`config.mk`:
```
export PLATFORM = sky130hd
export DESIGN_NAME = png_indexed_stored_encoder_top
export DESIGN_NICKNAME = d
export VERILOG_FILES = /design/src/sv/pise_pkg.sv /design/src/sv/png_indexed_stored_encoder_top.sv /design/src/sv/pise_front.sv /design/src/sv/pise_queue.sv /design/src/sv/pise_back.sv
export SDC_FILE = /design/constraint.sdc
export NUM_CORES = 2
export LEC_CHECK = 0
export BUFFER_PORTS_ARGS = -buffer_cell sky130_fd_sc_hd__clkbuf_2
export CORE_MARGIN = 1
export CORE_UTILIZATION = 60
export DETAILED_ROUTE_END_ITERATION = 8
export GPL_ROUTABILITY_DRIVEN = 0
export PLACE_DENSITY_LB_ADDON = 0.12
export SYNTH_ARGS = -nofsm -noshare
export SYNTH_HDL_FRONTEND = slang
export SYNTH_SLANG_ARGS = --single-unit
```
`constraint.sdc`:
```
create_clock -name clk -period 22.6 [get_ports clk]
set_input_delay 2.26 -clock clk [delete_from_list [all_inputs] [get_ports clk]]
set_output_delay 2.26 -clock clk [all_outputs]
set_load 0.02 [all_outputs]
```
`src/sv/pise_pkg.sv`:
```
// ----------------------------------------------------------------
// pise_pkg
// Shared types and constants of the indexed PNG encoder.
// ----------------------------------------------------------------
package pise_pkg;

	localparam logic [31:0] CRC_POLY    = 32'hedb88320;
	localparam logic [31:0] CRC_SEED    = 32'hffffffff;
	localparam logic [16:0] ADLER_MOD   = 17'd65521;
	localparam logic [15:0] BLOCK_LIMIT = 16'hffff;
	localparam logic [14:0] DIM_MAX     = 15'd16384;
	localparam logic [8:0]  PAL_MAX     = 9'd256;
	localparam logic [7:0]  ZLIB_CMF    = 8'h78;
	localparam logic [7:0]  ZLIB_FLG    = 8'h01;
	localparam logic [31:0] TAG_IHDR    = 32'h49484452;
	localparam logic [31:0] TAG_PLTE    = 32'h504c5445;
	localparam logic [31:0] TAG_IDAT    = 32'h49444154;
	localparam logic [31:0] TAG_IEND    = 32'h49454e44;
	localparam logic [7:0]  SIG_BYTES [8] = '{8'h89, 8'h50, 8'h4e, 8'h47,
		8'h0d, 8'h0a, 8'h1a, 8'h0a};

	localparam int Q_DEPTH = 4;

	typedef enum logic [1:0] {
		REG_WIDTH  = 2'd0,
		REG_HEIGHT = 2'd1,
		REG_PAL    = 2'd2
	} reg_idx_t;

	typedef enum logic [2:0] {
		CMD_ERR = 3'b001,
		CMD_PAL = 3'b010,
		CMD_PIX = 3'b100
	} cmd_kind_t;

	typedef struct packed {
		cmd_kind_t   kind;
		logic        first;
		logic        last;
		logic        row_start;
		logic [23:0] data;
	} cmd_t;

	typedef struct packed {
		logic [14:0] width;
		logic [14:0] height;
		logic [8:0]  pal_count;
	} cfg_t;

	function automatic logic [31:0] crc_byte(input logic [31:0] c, input logic [7:0] b);
		logic [31:0] x;
		x = c ^ {24'h0, b};
		for (int k = 0; k < 8; k++) begin
			x = x[0] ? (CRC_POLY ^ (x >> 1)) : (x >> 1);
		end
		return x;
	endfunction

	function automatic logic [7:0] be_byte(input logic [31:0] w, input logic [1:0] i);
		logic [7:0] r;
		case (i)
			2'd0: r = w[31:24];
			2'd1: r = w[23:16];
			2'd2: r = w[15:8];
			default: r = w[7:0];
		endcase
		return r;
	endfunction

endpackage

```
`src/sv/png_indexed_stored_encoder_top.sv`:
```
// ----------------------------------------------------------------
// png_indexed_stored_encoder_top
// Streams a palette and 8-bit indices into the bytes of a PNG file.
// ----------------------------------------------------------------
// Usage: program image_width, image_height and palette_count over the
// register port, then send palette_count palette words (operation 0)
// followed by width*height pixel words (operation 1) in row order.
// Each input word expands into one or more output words of one file
// byte each; run_last marks the last output word of an input word and
// file_last the final byte of the file. A word out of order gives a
// single output word with order_error set and changes nothing.
// Input words land in a four-entry command queue; while out_ready is
// high a sequencer emits one output word per cycle into the output
// register, taking each word from the queue into its command register
// first. Steady pixel input within a row runs at one word per cycle
// while out_ready is high; header, filter, block header and trailer
// bytes hold the sequencer, so the queue can fill and in_ready drop.
// When out_ready is low the output register holds and the queue takes
// up to four more words. Reset returns the block to the start of a file
// with default register values; only a reset starts a new file.
// ----------------------------------------------------------------
module png_indexed_stored_encoder_top (
	input  logic        clk,
	input  logic        arst_n,
	input  logic        psel,
	input  logic        penable,
	input  logic        pwrite,
	input  logic [3:0]  paddr,
	input  logic [31:0] pwdata,
	output logic [31:0] prdata,
	output logic        pready,
	input  logic        in_valid,
	output logic        in_ready,
	input  logic        operation,
	input  logic [7:0]  color_red,
	input  logic [7:0]  color_green,
	input  logic [7:0]  color_blue,
	input  logic [7:0]  pixel_index,
	output logic        out_valid,
	input  logic        out_ready,
	output logic [7:0]  out_byte,
	output logic        byte_valid,
	output logic        order_error,
	output logic        run_last,
	output logic        file_last
);
	import pise_pkg::*;

	cfg_t cfg;
	cmd_t push_cmd;
	cmd_t head_cmd;
	logic q_push;
	logic q_pop;
	logic q_full;
	logic q_not_empty;

	assign pready = 1'b1;

	pise_front u_front (
		.clk         (clk),
		.arst_n      (arst_n),
		.psel        (psel),
		.penable     (penable),
		.pwrite      (pwrite),
		.paddr       (paddr),
		.pwdata      (pwdata),
		.prdata      (prdata),
		.in_valid    (in_valid),
		.in_ready    (in_ready),
		.operation   (operation),
		.color_red   (color_red),
		.color_green (color_green),
		.color_blue  (color_blue),
		.pixel_index (pixel_index),
		.q_full      (q_full),
		.q_push      (q_push),
		.q_cmd       (push_cmd),
		.cfg         (cfg)
	);

	pise_queue u_queue (
		.clk       (clk),
		.arst_n    (arst_n),
		.push      (q_push),
		.push_cmd  (push_cmd),
		.pop       (q_pop),
		.head_cmd  (head_cmd),
		.not_empty (q_not_empty),
		.full      (q_full)
	);

	pise_back u_back (
		.clk         (clk),
		.arst_n      (arst_n),
		.cfg         (cfg),
		.head_cmd    (head_cmd),
		.q_not_empty (q_not_empty),
		.q_pop       (q_pop),
		.out_valid   (out_valid),
		.out_ready   (out_ready),
		.out_byte    (out_byte),
		.byte_valid  (byte_valid),
		.order_error (order_error),
		.run_last    (run_last),
		.file_last   (file_last)
	);

endmodule

```
`src/sv/pise_front.sv`:
```
// ----------------------------------------------------------------
// pise_front
// Register port and item classifier: tracks file progress and turns
// each accepted item into a command for the byte sequencer.
// ----------------------------------------------------------------
module pise_front (
	input  logic               clk,
	input  logic               arst_n,
	input  logic               psel,
	input  logic               penable,
	input  logic               pwrite,
	input  logic [3:0]         paddr,
	input  logic [31:0]        pwdata,
	output logic [31:0]        prdata,
	input  logic               in_valid,
	output logic               in_ready,
	input  logic               operation,
	input  logic [7:0]         color_red,
	input  logic [7:0]         color_green,
	input  logic [7:0]         color_blue,
	input  logic [7:0]         pixel_index,
	input  logic               q_full,
	output logic               q_push,
	output pise_pkg::cmd_t     q_cmd,
	output pise_pkg::cfg_t     cfg
);
	import pise_pkg::*;

	typedef enum logic [3:0] {
		ST_IDLE    = 4'b0001,
		ST_PALETTE = 4'b0010,
		ST_PIXELS  = 4'b0100,
		ST_DONE    = 4'b1000
	} st_t;

	st_t         stage_q;
	logic [8:0]  seen_q;
	logic [13:0] col_q;
	logic [13:0] row_q;
	cfg_t        cfg_q;

	logic        wr_en;
	logic [14:0] dim_val;
	logic [14:0] dim_sat;
	logic [8:0]  pal_val;
	logic [8:0]  pal_sat;
	logic [8:0]  seen_next;
	logic        col_last;
	logic        row_last;
	logic        is_pal;
	logic        is_pix;

	assign cfg = cfg_q;
	assign wr_en = psel && penable && pwrite
		&& (stage_q != ST_PALETTE) && (stage_q != ST_PIXELS);

	assign dim_val = pwdata[14:0];
	assign dim_sat = (dim_val == 15'd0) ? 15'd1 : ((dim_val > DIM_MAX) ? DIM_MAX : dim_val);
	assign pal_val = pwdata[8:0];
	assign pal_sat = (pal_val == 9'd0) ? 9'd1 : ((pal_val > PAL_MAX) ? PAL_MAX : pal_val);

	always_comb begin
		unique case (reg_idx_t'(paddr[3:2]))
			REG_WIDTH:  prdata = {17'h0, cfg_q.width};
			REG_HEIGHT: prdata = {17'h0, cfg_q.height};
			REG_PAL:    prdata = {23'h0, cfg_q.pal_count};
			default:    prdata = 32'h0;
		endcase
	end

	always_ff @(posedge clk or negedge arst_n) begin
		if (!arst_n) begin
			cfg_q.width     <= 15'd1;
			cfg_q.height    <= 15'd1;
			cfg_q.pal_count <= PAL_MAX;
		end else if (wr_en) begin
			unique case (reg_idx_t'(paddr[3:2]))
				REG_WIDTH:  cfg_q.width     <= dim_sat;
				REG_HEIGHT: cfg_q.height    <= dim_sat;
				REG_PAL:    cfg_q.pal_count <= pal_sat;
				default:    ;
			endcase
		end
	end

	assign in_ready  = !q_full;
	assign q_push    = in_valid && !q_full;
	assign is_pal    = !operation && (stage_q == ST_IDLE || stage_q == ST_PALETTE);
	assign is_pix    = operation && (stage_q == ST_PIXELS);
	assign seen_next = ((stage_q == ST_IDLE) ? 9'd0 : seen_q) + 9'd1;
	assign col_last  = ({1'b0, col_q} + 15'd1) >= cfg_q.width;
	assign row_last  = ({1'b0, row_q} + 15'd1) >= cfg_q.height;

	always_comb begin
		q_cmd = '0;
		if (is_pal) begin
			q_cmd.kind  = CMD_PAL;
			q_cmd.first = (stage_q == ST_IDLE);
			q_cmd.last  = (seen_next >= cfg_q.pal_count);
			q_cmd.data  = {color_red, color_green, color_blue};
		end else if (is_pix) begin
			q_cmd.kind      = CMD_PIX;
			q_cmd.first     = (col_q == 14'd0) && (row_q == 14'd0);
			q_cmd.row_start = (col_q == 14'd0);
			q_cmd.last      = col_last && row_last;
			q_cmd.data      = {16'h0, pixel_index};
		end else begin
			q_cmd.kind = CMD_ERR;
		end
	end

	always_ff @(posedge clk or negedge arst_n) begin
		if (!arst_n) begin
			stage_q <= ST_IDLE;
			seen_q  <= 9'd0;
			col_q   <= 14'd0;
			row_q   <= 14'd0;
		end else if (q_push) begin
			if (is_pal) begin
				seen_q <= seen_next;
				if (q_cmd.last) begin
					stage_q <= ST_PIXELS;
					col_q   <= 14'd0;
					row_q   <= 14'd0;
				end else begin
					stage_q <= ST_PALETTE;
				end
			end else if (is_pix) begin
				if (col_last) begin
					col_q <= 14'd0;
					row_q <= row_q + 14'd1;
				end else begin
					col_q <= col_q + 14'd1;
				end
				if (q_cmd.last) begin
					stage_q <= ST_DONE;
				end
			end
		end
	end

endmodule

```
`src/sv/pise_queue.sv`:
```
// ----------------------------------------------------------------
// pise_queue
// Short command queue between the classifier and the sequencer.
// ----------------------------------------------------------------
module pise_queue (
	input  logic           clk,
	input  logic           arst_n,
	input  logic           push,
	input  pise_pkg::cmd_t push_cmd,
	input  logic           pop,
	output pise_pkg::cmd_t head_cmd,
	output logic           not_empty,
	output logic           full
);
	import pise_pkg::*;

	localparam int PW = $clog2(Q_DEPTH);

	cmd_t            mem_q [Q_DEPTH];
	logic [PW-1:0]   wr_ptr_q;
	logic [PW-1:0]   rd_ptr_q;
	logic [PW:0]     count_q;

	assign head_cmd  = mem_q[rd_ptr_q];
	assign not_empty = (count_q != '0);
	assign full      = (count_q == (PW+1)'(Q_DEPTH));

	always_ff @(posedge clk) begin
		if (push) begin
			mem_q[wr_ptr_q] <= push_cmd;
		end
	end

	always_ff @(posedge clk or negedge arst_n) begin
		if (!arst_n) begin
			wr_ptr_q <= '0;
			rd_ptr_q <= '0;
			count_q  <= '0;
		end else begin
			if (push) begin
				wr_ptr_q <= wr_ptr_q + PW'(1);
			end
			if (pop) begin
				rd_ptr_q <= rd_ptr_q + PW'(1);
			end
			case ({push, pop})
				2'b10:   count_q <= count_q + (PW+1)'(1);
				2'b01:   count_q <= count_q - (PW+1)'(1);
				default: count_q <= count_q;
			endcase
		end
	end

endmodule

```
`src/sv/pise_back.sv`:
```
// ----------------------------------------------------------------
// pise_back
// Byte sequencer: expands commands into file bytes, keeps the chunk
// CRC, the Adler-32 sums and the stored block counters.
// ----------------------------------------------------------------
module pise_back (
	input  logic           clk,
	input  logic           arst_n,
	input  pise_pkg::cfg_t cfg,
	input  pise_pkg::cmd_t head_cmd,
	input  logic           q_not_empty,
	output logic           q_pop,
	output logic           out_valid,
	input  logic           out_ready,
	output logic [7:0]     out_byte,
	output logic           byte_valid,
	output logic           order_error,
	output logic           run_last,
	output logic           file_last
);
	import pise_pkg::*;

	typedef enum logic [7:0] {
		P_HDR   = 8'b00000001,
		P_COLOR = 8'b00000010,
		P_PCRC  = 8'b00000100,
		P_IDATH = 8'b00001000,
		P_FILT  = 8'b00010000,
		P_PIX   = 8'b00100000,
		P_TRAIL = 8'b01000000,
		P_ERR   = 8'b10000000
	} phase_t;

	// idat length, recomputed from the registers in three steps
	logic [28:0] total_s1;
	logic [13:0] blocks_s2;
	logic [28:0] total_s2;
	logic [31:0] idat_len_s3;
	logic [29:0] tsum;
	logic [13:0] q0;
	logic [16:0] rem;

	assign tsum = {1'b0, total_s1} + 30'd65534;
	assign q0   = tsum[29:16];
	assign rem  = {1'b0, tsum[15:0]} + {3'b0, q0};

	always_ff @(posedge clk) begin
		total_s1    <= ({14'h0, cfg.width} + 29'd1) * {14'h0, cfg.height};
		total_s2    <= total_s1;
		blocks_s2   <= q0 + ((rem >= {1'b0, BLOCK_LIMIT}) ? 14'd1 : 14'd0);
		idat_len_s3 <= 32'd6 + {3'b0, total_s2} + {16'h0, blocks_s2, 2'b00}
			+ {18'h0, blocks_s2};
	end

	cmd_t        cur_q;
	phase_t      phase_q;
	logic [5:0]  idx_q;
	logic        busy_q;
	logic [2:0]  bh_q;
	logic [31:0] crc_q;
	logic [15:0] adl_lo_q;
	logic [15:0] adl_hi_q;
	logic [15:0] blk_left_q;
	logic [28:0] raw_left_q;

	logic        slot_free;
	logic        emit;
	logic [7:0]  b;
	logic        crc_inc;
	logic        crc_restart;
	logic        raw_byte;
	logic        bhdr_byte;
	logic        ph_end;
	logic        cmd_done;
	logic        file_end;
	logic        err_item;
	logic        pix_init;
	phase_t      next_ph;
	phase_t      init_ph;
	logic [1:0]  sel_m1;
	logic [15:0] blk_n;
	logic        blk_final;
	logic [10:0] pal_bytes;
	logic [31:0] crc_base;
	logic [16:0] lo_sum;
	logic [15:0] lo_new;
	logic [16:0] hi_sum;
	logic [15:0] hi_new;

	assign slot_free = !out_valid || out_ready;
	assign emit      = busy_q && slot_free;
	assign q_pop     = q_not_empty && (!busy_q || (emit && cmd_done));
	assign sel_m1    = idx_q[1:0] - 2'd1;
	assign pal_bytes = {1'b0, cfg.pal_count, 1'b0} + {2'b0, cfg.pal_count};
	assign blk_n     = (raw_left_q > {13'h0, BLOCK_LIMIT}) ? BLOCK_LIMIT : raw_left_q[15:0];
	assign blk_final = (raw_left_q <= {13'h0, BLOCK_LIMIT});

	always_comb begin
		unique case (head_cmd.kind)
			CMD_PAL: init_ph = head_cmd.first ? P_HDR : P_COLOR;
			CMD_PIX: init_ph = head_cmd.first ? P_IDATH
				: (head_cmd.row_start ? P_FILT : P_PIX);
			default: init_ph = P_ERR;
		endcase
	end

	always_comb begin
		b           = 8'h00;
		crc_inc     = 1'b0;
		crc_restart = 1'b0;
		raw_byte    = 1'b0;
		bhdr_byte   = 1'b0;
		ph_end      = 1'b0;
		next_ph     = phase_q;
		cmd_done    = 1'b0;
		file_end    = 1'b0;
		err_item    = 1'b0;
		pix_init    = 1'b0;
		unique case (phase_q)
			P_HDR: begin
				case (idx_q) inside
					[6'd0:6'd7]:   b = SIG_BYTES[idx_q[2:0]];
					[6'd8:6'd11]:  b = be_byte(32'd13, idx_q[1:0]);
					[6'd12:6'd15]: b = be_byte(TAG_IHDR, idx_q[1:0]);
					[6'd16:6'd19]: b = be_byte({17'h0, cfg.width}, idx_q[1:0]);
					[6'd20:6'd23]: b = be_byte({17'h0, cfg.height}, idx_q[1:0]);
					6'd24:         b = 8'd8;
					6'd25:         b = 8'd3;
					[6'd26:6'd28]: b = 8'd0;
					[6'd29:6'd32]: b = be_byte(~crc_q, sel_m1);
					[6'd33:6'd36]: b = be_byte({21'h0, pal_bytes}, sel_m1);
					default:       b = be_byte(TAG_PLTE, sel_m1);
				endcase
				crc_inc     = ((idx_q >= 6'd12) && (idx_q <= 6'd28)) || (idx_q >= 6'd37);
				crc_restart = (idx_q == 6'd12) || (idx_q == 6'd37);
				ph_end      = (idx_q == 6'd40);
				next_ph     = P_COLOR;
			end
			P_COLOR: begin
				case (idx_q[1:0])
					2'd0:    b = cur_q.data[23:16];
					2'd1:    b = cur_q.data[15:8];
					default: b = cur_q.data[7:0];
				endcase
				crc_inc  = 1'b1;
				ph_end   = (idx_q == 6'd2);
				next_ph  = P_PCRC;
				cmd_done = ph_end && !cur_q.last;
			end
			P_PCRC: begin
				b        = be_byte(~crc_q, idx_q[1:0]);
				ph_end   = (idx_q == 6'd3);
				cmd_done = ph_end;
				pix_init = ph_end;
			end
			P_IDATH: begin
				case (idx_q) inside
					[6'd0:6'd3]: b = be_byte(idat_len_s3, idx_q[1:0]);
					[6'd4:6'd7]: b = be_byte(TAG_IDAT, idx_q[1:0]);
					6'd8:        b = ZLIB_CMF;
					default:     b = ZLIB_FLG;
				endcase
				crc_inc     = (idx_q >= 6'd4);
				crc_restart = (idx_q == 6'd4);
				ph_end      = (idx_q == 6'd9);
				next_ph     = P_FILT;
			end
			P_FILT, P_PIX: begin
				crc_inc = 1'b1;
				if (blk_left_q == 16'd0) begin
					// stored block header before the next raw word
					bhdr_byte = 1'b1;
					case (bh_q)
						3'd0:    b = {7'h0, blk_final};
						3'd1:    b = blk_n[7:0];
						3'd2:    b = blk_n[15:8];
						3'd3:    b = ~blk_n[7:0];
						default: b = ~blk_n[15:8];
					endcase
				end else begin
					raw_byte = 1'b1;
					b        = (phase_q == P_FILT) ? 8'h00 : cur_q.data[7:0];
					ph_end   = 1'b1;
					next_ph  = (phase_q == P_FILT) ? P_PIX : P_TRAIL;
					cmd_done = (phase_q == P_PIX) && !cur_q.last;
				end
			end
			P_TRAIL: begin
				case (idx_q) inside
					[6'd0:6'd3]:   b = be_byte({adl_hi_q, adl_lo_q}, idx_q[1:0]);
					[6'd8:6'd11]:  b = 8'h00;
					[6'd12:6'd15]: b = be_byte(TAG_IEND, idx_q[1:0]);
					default:       b = be_byte(~crc_q, idx_q[1:0]);
				endcase
				crc_inc     = (idx_q <= 6'd3) || ((idx_q >= 6'd12) && (idx_q <= 6'd15));
				crc_restart = (idx_q == 6'd12);
				ph_end      = (idx_q == 6'd19);
				cmd_done    = ph_end;
				file_end    = ph_end;
			end
			default: begin
				err_item = 1'b1;
				ph_end   = 1'b1;
				cmd_done = 1'b1;
			end
		endcase
	end

	assign crc_base = crc_restart ? CRC_SEED : crc_q;
	assign lo_sum   = {1'b0, adl_lo_q} + {9'h0, b};
	assign lo_new   = (lo_sum >= ADLER_MOD) ? 16'(lo_sum - ADLER_MOD) : lo_sum[15:0];
	assign hi_sum   = {1'b0, adl_hi_q} + {1'b0, lo_new};
	assign hi_new   = (hi_sum >= ADLER_MOD) ? 16'(hi_sum - ADLER_MOD) : hi_sum[15:0];

	always_ff @(posedge clk or negedge arst_n) begin
		if (!arst_n) begin
			busy_q     <= 1'b0;
			cur_q      <= '0;
			phase_q    <= P_ERR;
			idx_q      <= 6'd0;
			bh_q       <= 3'd0;
			crc_q      <= CRC_SEED;
			adl_lo_q   <= 16'd1;
			adl_hi_q   <= 16'd0;
			blk_left_q <= 16'd0;
			raw_left_q <= 29'd0;
		end else begin
			if (emit) begin
				if (crc_inc) begin
					crc_q <= crc_byte(crc_base, b);
				end
				if (bhdr_byte) begin
					if (bh_q == 3'd4) begin
						bh_q       <= 3'd0;
						blk_left_q <= blk_n;
					end else begin
						bh_q <= bh_q + 3'd1;
					end
				end
				if (raw_byte) begin
					adl_lo_q   <= lo_new;
					adl_hi_q   <= hi_new;
					blk_left_q <= blk_left_q - 16'd1;
					raw_left_q <= raw_left_q - 29'd1;
				end
				if (pix_init) begin
					raw_left_q <= total_s2;
					blk_left_q <= 16'd0;
					bh_q       <= 3'd0;
					adl_lo_q   <= 16'd1;
					adl_hi_q   <= 16'd0;
				end
			end
			if (q_pop) begin
				busy_q  <= 1'b1;
				cur_q   <= head_cmd;
				phase_q <= init_ph;
				idx_q   <= 6'd0;
			end else if (emit) begin
				if (ph_end) begin
					idx_q   <= 6'd0;
					phase_q <= next_ph;
				end else if (!bhdr_byte) begin
					idx_q <= idx_q + 6'd1;
				end
				if (cmd_done) begin
					busy_q <= 1'b0;
				end
			end
		end
	end

	// output register
	always_ff @(posedge clk or negedge arst_n) begin
		if (!arst_n) begin
			out_valid <= 1'b0;
		end else if (slot_free) begin
			out_valid <= emit;
		end
	end

	always_ff @(posedge clk) begin
		if (emit) begin
			out_byte    <= err_item ? 8'h00 : b;
			byte_valid  <= !err_item;
			order_error <= err_item;
			run_last    <= cmd_done;
			file_last   <= file_end;
		end
	end

endmodule

```
# Yosys cells after proc, flatten, opt, wreduce, memory -nomap -nowiden
# Memory sizes are Yosys's and may differ from the RTL's.
# Cells that the tools add are included.
dict set report totals {
  reg_bits 356
  ramBits 120
  mem_bits_ro 64
  inputBits 76
  out_inout_bits 47
  word_cells 337
  mem_count 2
}
# name depth width rd rd_ports_with_merged_regs write_ports line_no
set memory_table {}
lappend memory_table {u_queue.mem_q 4 30 1 0 1 pise_queue.sv:19} ;# cmd_t mem_q [Q_DEPTH];
lappend memory_table {{(name not given)} 8 8 1 0 0 pise_back.sv:122} ;# [6'd0:6'd7]: b = SIG_BYTES[idx_q[2:0]];
dict set report op_classes {
  addsub 26
  multipliers 1
  n_lt_le_gt_ge 30
  n_eq_ne 41
  mux 114
  n_bitwise 13
  n_reduce_logical 79
}
# op n
set op_table {}
lappend op_table {{$mux W32} 9}
lappend op_table {{$mux W8} 24}
lappend op_table {{$mux W16} 11}
lappend op_table {{$not A13 Y14} 8}
lappend op_table {{$mux W14} 7}
lappend op_table {{$pmux W8 S3} 4}
lappend op_table {{$pmux W8 S2} 5}
lappend op_table {{$pmux W8 S4} 2}
lappend op_table {{$mux W29} 2}
lappend op_table {{$ge A17 B16 Y1 const B} 3}
lappend op_table {{$pmux W8 S6} 1}
lappend op_table {{$pmux W15 S3} 1}
lappend op_table {{$pmux W5 S3} 3}
lappend op_table {{$add A32 B14 Y32} 1}
lappend op_table {{$add A32 B16 Y32} 1}
lappend op_table {{$not A32 Y32} 1}
lappend op_table {{$sub A16 B16 Y16 const B} 2}
lappend op_table {{$xor A32 B8 Y32} 1}
lappend op_table {{$add A14 B1 Y15 const B} 2}
lappend op_table {{$add A29 B16 Y30 const B} 1}
lappend op_table {{$add A3 B29 Y30 const A} 1}
lappend op_table {{$ge A15 B15 Y1} 2}
lappend op_table {{$mux W15} 2}
lappend op_table {{$mux W6} 5}
lappend op_table {{91 further kinds} 205}

# Depth between registers and ports, before layout
dict set report logic_depth {
  word_depth 32
  depth_mapped 40
  depth_no_buf 37
}

# Cells and area by module
# A second synthesis with hierarchy kept.
dict set report unflattened {
  cells_unflattened 3965
  hier_area_um2 37200.7
}
# mod instances cells_each area_each_um2 seq_area_each_um2
set modules_own_cells {}
lappend modules_own_cells {pise_back 1 3115 26723.1 6273.5}
lappend modules_own_cells {pise_front 1 658 5705.5 2006.9}
lappend modules_own_cells {pise_queue 1 190 4760.8 3778.6}
lappend modules_own_cells {png_indexed_stored_encoder_top 1 2 11.3 0.0}

# Worst setup path after synthesis
# No wires, ideal clock.
dict set report synth_timing {
  kind {reg2reg}
  startpoint {reg u_back.idx_q[0]}
  endpoint {reg u_back.adl_hi_q[8]}
  setup_ns 0.134
  arrival_time_ns 8.510
  t_required_ns 22.466
  path_slack_ns 13.956
  path_stages_with_launch 38
  path_buffers 3
  period_less_slack_ns 8.644
  cell_sequence {dfrtp_1 > inv_1 > ha_1 > buf_2 > inv_1 > clkbuf_1 > o22ai_1 > o31ai_1 > o22ai_1 > a311oi_1 > o211ai_1 > a211oi_2 > inv_1 > fa_1 > a21o_1 > a21oi_1 > o21bai_1 > a21oi_1 > (+2 left out) > a2111oi_2 > o2111ai_1 > and2_1 > nor4b_1 > xor2_1 > ha_1 > o21a_1 > o21ai_0 > nor2b_1 > or3_1 > o311a_1 > nor4_2 > nand4_1 > o31a_1 > clkbuf_1 > nor4_1 > xnor2_1 > o21ai_0}
}
dict set report synth_via {
  elab_chain_cells 23
  elab_cells_between_ends 89
  cone_classes {5 x add/sub; 20 x order compare; 8 x eq/ne; 37 x mux; 1 x bitwise; 17 x reduce/logical; 1 x memory}
}
# element line_no
set synth_lines {}
lappend synth_lines {{start, declared} pise_back.sv:57} ;# logic [5:0] idx_q;
lappend synth_lines {{start signal, assigned} pise_back.sv:264} ;# idx_q <= idx_q + 6'd1;
lappend synth_lines {{$sub A2 B1 Y2} pise_back.sv:93} ;# assign sel_m1 = idx_q[1:0] - 2'd1;
lappend synth_lines {{$eq A2 B1 Y1 / $logic_not A2 Y1 (equally long branches)} pise_pkg.sv:61} ;# case (i)
lappend synth_lines {{$reduce_or A2 Y1 (no source line)} n/a}
lappend synth_lines {{$pmux W8 S2} pise_pkg.sv:61}
lappend synth_lines {{$mux W8 (10 in a row)} pise_back.sv:121} ;# case (idx_q) inside
lappend synth_lines {{$pmux W8 S6 (*)} pise_back.sv:119} ;# unique case (phase_q)
lappend synth_lines {{named net u_back.b[1]} pise_back.sv:68} ;# logic [7:0] b;
lappend synth_lines {{$add A16 B8 Y17 (*)} pise_back.sv:210} ;# assign lo_sum = {1'b0, adl_lo_q} + {9'h0, b};
lappend synth_lines {{$sub A16 B16 Y16 / $ge A17 B16 Y1 (equally long branches)} pise_back.sv:211} ;# assign lo_new = (lo_sum >= ADLER_MOD) ? 16'(lo_sum - ADLER_MOD) : lo_sum[15:0];
lappend synth_lines {{$mux W16 (*)} pise_back.sv:211}
lappend synth_lines {{$add A16 B16 Y17 (*)} pise_back.sv:212} ;# assign hi_sum = {1'b0, adl_hi_q} + {1'b0, lo_new};
lappend synth_lines {{$sub A16 B16 Y16 / $ge A17 B16 Y1 (equally long branches)} pise_back.sv:213} ;# assign hi_new = (hi_sum >= ADLER_MOD) ? 16'(hi_sum - ADLER_MOD) : hi_sum[15:0];
lappend synth_lines {{$mux W16 (*)} pise_back.sv:213}
lappend synth_lines {{$mux W16 (*)} pise_back.sv:240} ;# if (raw_byte) begin
lappend synth_lines {{$mux W16 (*)} pise_back.sv:246} ;# if (pix_init) begin
lappend synth_lines {{end signal, assigned} pise_back.sv:242} ;# adl_hi_q <= hi_new;
lappend synth_lines {{end, declared} pise_back.sv:62} ;# logic [15:0] adl_hi_q;
# The timed path passes the listed nets; every way through them passes the cells marked *. The select of a mux whose other input is x is not followed.
# A chain may end at the register's enable or synchronous reset.

# Final worst setup path
dict set report layout_timing {
  startpoint {reg u_back.idx_q[0]}
  endpoint {reg u_back.adl_hi_q[12]}
}
# The elaborated chain is that of the path after synthesis.

==> flow_summary.yaml <==
place:
  port_buffers: 85
  dp_hpwl_um: 72900
  place_inst: 4671
  dp_slack_ns: 11.55
  placed_area_um2: 37840
cts:
  post_cts_resized: 0
  clock_latency_ns: 0.65
  postCtsHoldBufs: 0
  clk_path_buf_depth: 3
  clk_pin_slew_ns: 0.06
  cts_sinks: 475
  post-cts-setup-buffers: 0
  cts_made_buffers: 54
  ctsRootBufferMaster: "clkbuf_16"
  cts_tree: "done"
  htreeDepth: 2
logic_synthesis:
  yosysUniqueCellTypes: 106
  synth_edf_count: 132
  yosys-top-cells-area: "dfrtp_1, edfxtp_1, fa_1, ha_1, dfxtp_1"
  ys_ff_latch: 475
  syn_area_um2: 36810
  synthFlopType: "dfrtp_1"
  ys_warn_count: 0
  synth_cells: 3954
  synthArstFlopShare: 0.5053
  yosysSeqAreaShare: 0.3282
  synth_top_cell_area_share: 0.1373
  yosysTopAreaCell: "dfrtp_1"
  postSynthAreaPerCell_um2: 9.309
timing:
  clock_skew_ns: 0.06536
  rsz0062_at_grt: "false"
  max_freq_mhz: 87.74
  relSlewSlack: 0.2144
  hold_viol: 0
  worst_pin_slew_ns: 1.174
  post-route-period-util: 0.5043
  slew_viol_final: 0
  setup_tns_ns: 0
  fin_crit_ns: 11.40
  whs_ns: 0.3197
  setup_viol: 0
  setup_slack_ns: 11.20
power:
  power_density_nw_per_um2: 114.3
  p_leak_nw: 17.48
  peakVddDrop_mv: 0.08078
  total_power_mw: 4.540
finish:
  multi_input_area_um2: 22710
  final_common_cell: "nand2_1"
  n_fill_cell: 5002
  layout_common_cells: "nand2_1, inv_1, nor2_1"
  diodes: 0
  register_area_um2: 12080
  stdcell_area_um2: 39730
  area_growth_pct: 7.934
  finish.cell_count_without_fillers: 4773
  final_layout_size_suffix_gt1_frac: 0.09947
  fin_nets: 4444
  final_core_utilization: 0.6570
min_path:
  min_from: "u_back.total_s1[27]"
  hold_path_class: "flop to flop"
  min_to: "u_back.total_s2[27]"
  worstHoldPathCells: 0
critical_path:
  r2r_cells: 35
  crit_path_start: "u_back.idx_q[0]"
  r2r_end: "u_back.adl_hi_q[12]"
  cp_common_cell: "a21oi_1"
  r2r_slack_ns: 11.20
  worstReg2RegStart: "u_back.idx_q[0]"
  max_stage_delay_ns: 0.72
  cp-start-kind: "flop"
  critPathSlowestCell: "a2111oi_2"
  end_kind: "flop"
  worstPathMaxFanout: 40
  criticalPathCategory: "flop to flop"
  crit_required_ns: 23.12
  cp.arrival_ns: 11.92
grt:
  grt_overflow: 0
  grt_usage: 0.3188
  grt_max_degree: 102
  grt_pass1_vias: 28230
  grt_pass1_wl_um: 157400
  grt_antenna_before_repair: 1
floorplan:
  die_x_um: 249.7
  die_h_um: 249.7
  fp.coreArea_um2: 60470
  start_util: 0.6087
  die_area_um2: 62340
  ios: 123
  num_rows: 90
route:
  routed_wl_um: 98430
  drt-vias-per-instance: 6.135
  drt-pass1-iter-count: 8
  dr.first_iter.drc_count: 2446
  wl_per_cell_um: 20.62
  drcViolationCount: 0
  vias: 29280
  ant_nets: 0
run:
  drv_cap: 0
run_status:
  outcome: "complete, no violations"
==> where the power goes <==
group / leakage (nW) / internal [mW] / switching, mW / total [mW]
clock network: 0.905 / 0.528 / 0.380 / 0.908
logic: 11.4 / 0.957 / 1.31 / 2.26
registers: 5.20 / 1.13 / 0.236 / 1.37
total: 17.5 / 2.62 / 1.92 / 4.54
==> kinds of logic after synthesis <==
family	share of synthesized area
flip-flops	0.3282
adder cells (fa/ha/maj)	0.1842
XOR/XNOR	0.07591
multiplexers	0.04028
buffers and inverters	0.05969
other	0.0002040
AO/OA/AOI/OAI	0.1487
AND/OR/NAND/NOR	0.1628
==> synth_stat cells (all sizes together) (38+ instances only) <==
cell,count
nand2,450
inv,352
o21ai,262
nor2,254
ha,226
dfrtp,202
fa,197
xnor2,193
a21oi,186
clkbuf,154
edfxtp,132
xor2,108
and2,103
dfxtp,103
nand3,84
nor3,75
buf,55
a21o,46
mux2,43
a22o,42
nor2b,42
nand2b,39
dfstp,38
==> worst max path at each step <==
stage,slack (ns),to,depth (start not counted)
3_3_place_gp,11.73,u_back.adl_hi_q[12],35
6_report,11.20,u_back.adl_hi_q[12],35
5_1_grt,10.58,u_back.adl_hi_q[10],35
3_5_place_dp,11.55,u_back.adl_hi_q[12],35
2_1_floorplan,13.96,u_back.adl_hi_q[8],37
4_1_cts,11.48,u_back.adl_hi_q[12],35
==> critical path: cells and delay by family (launching register included) <==
| kind | cells | cell delay (ns) |
|---|---|---|
| AOI/OAI and AO/OA | 18 | 5.04 |
| DFF | 1 | 0.49 |
| buffers and inverters | 2 | 0.71 |
| xor gates and xnor gates | 3 | 0.73 |
| adders and majority gates | 4 | 1.77 |
| and+or+nand+nor | 8 | 2.50 |
==> metal layers <==
metal | wire length [um] | track usage | vias up
li1 | - | - | 13660
met1 | 43310 | 0.4588 | 14310
met2 | 43520 | 0.4828 | 1109
met3 | 8159 | 0.06310 | 205
met4 | 3447 | 0.1035 | 0
met5 | 0 | 0 | -
==> registers in the layout, indices dropped and copies added (netlist names), 3 cells and up <==
signal              count
u_back.raw_left_q      29
u_queue.count_q         3
u_back.blk_left_q      16
u_back.adl_hi_q        16
u_queue.mem_q         120
u_back.idx_q            6
u_back.out_byte         8
u_back.phase_q          8
u_back.total_s1        29
u_back.bh_q             3
u_front.seen_q          9
u_back.cur_q           25
u_front.cfg            39
u_front.stage_q         4
u_back.crc_q           32
u_front.row_q          14
u_back.total_s2        29
u_front.col_q          14
u_back.blocks_s2       14
u_back.idat_len_s3     31
u_back.adl_lo_q        16
==> layout make-up <==
type                    instances  area share
clock buffers                  72     0.03852
clock inverters                30    0.009039
inverters                     352     0.03326
multi-input cells            2935      0.5716
flip-flops and latches        475      0.3041
well taps                     782     0.02463
repair buffers                127     0.01890
(Power assumes the default switching activity.)
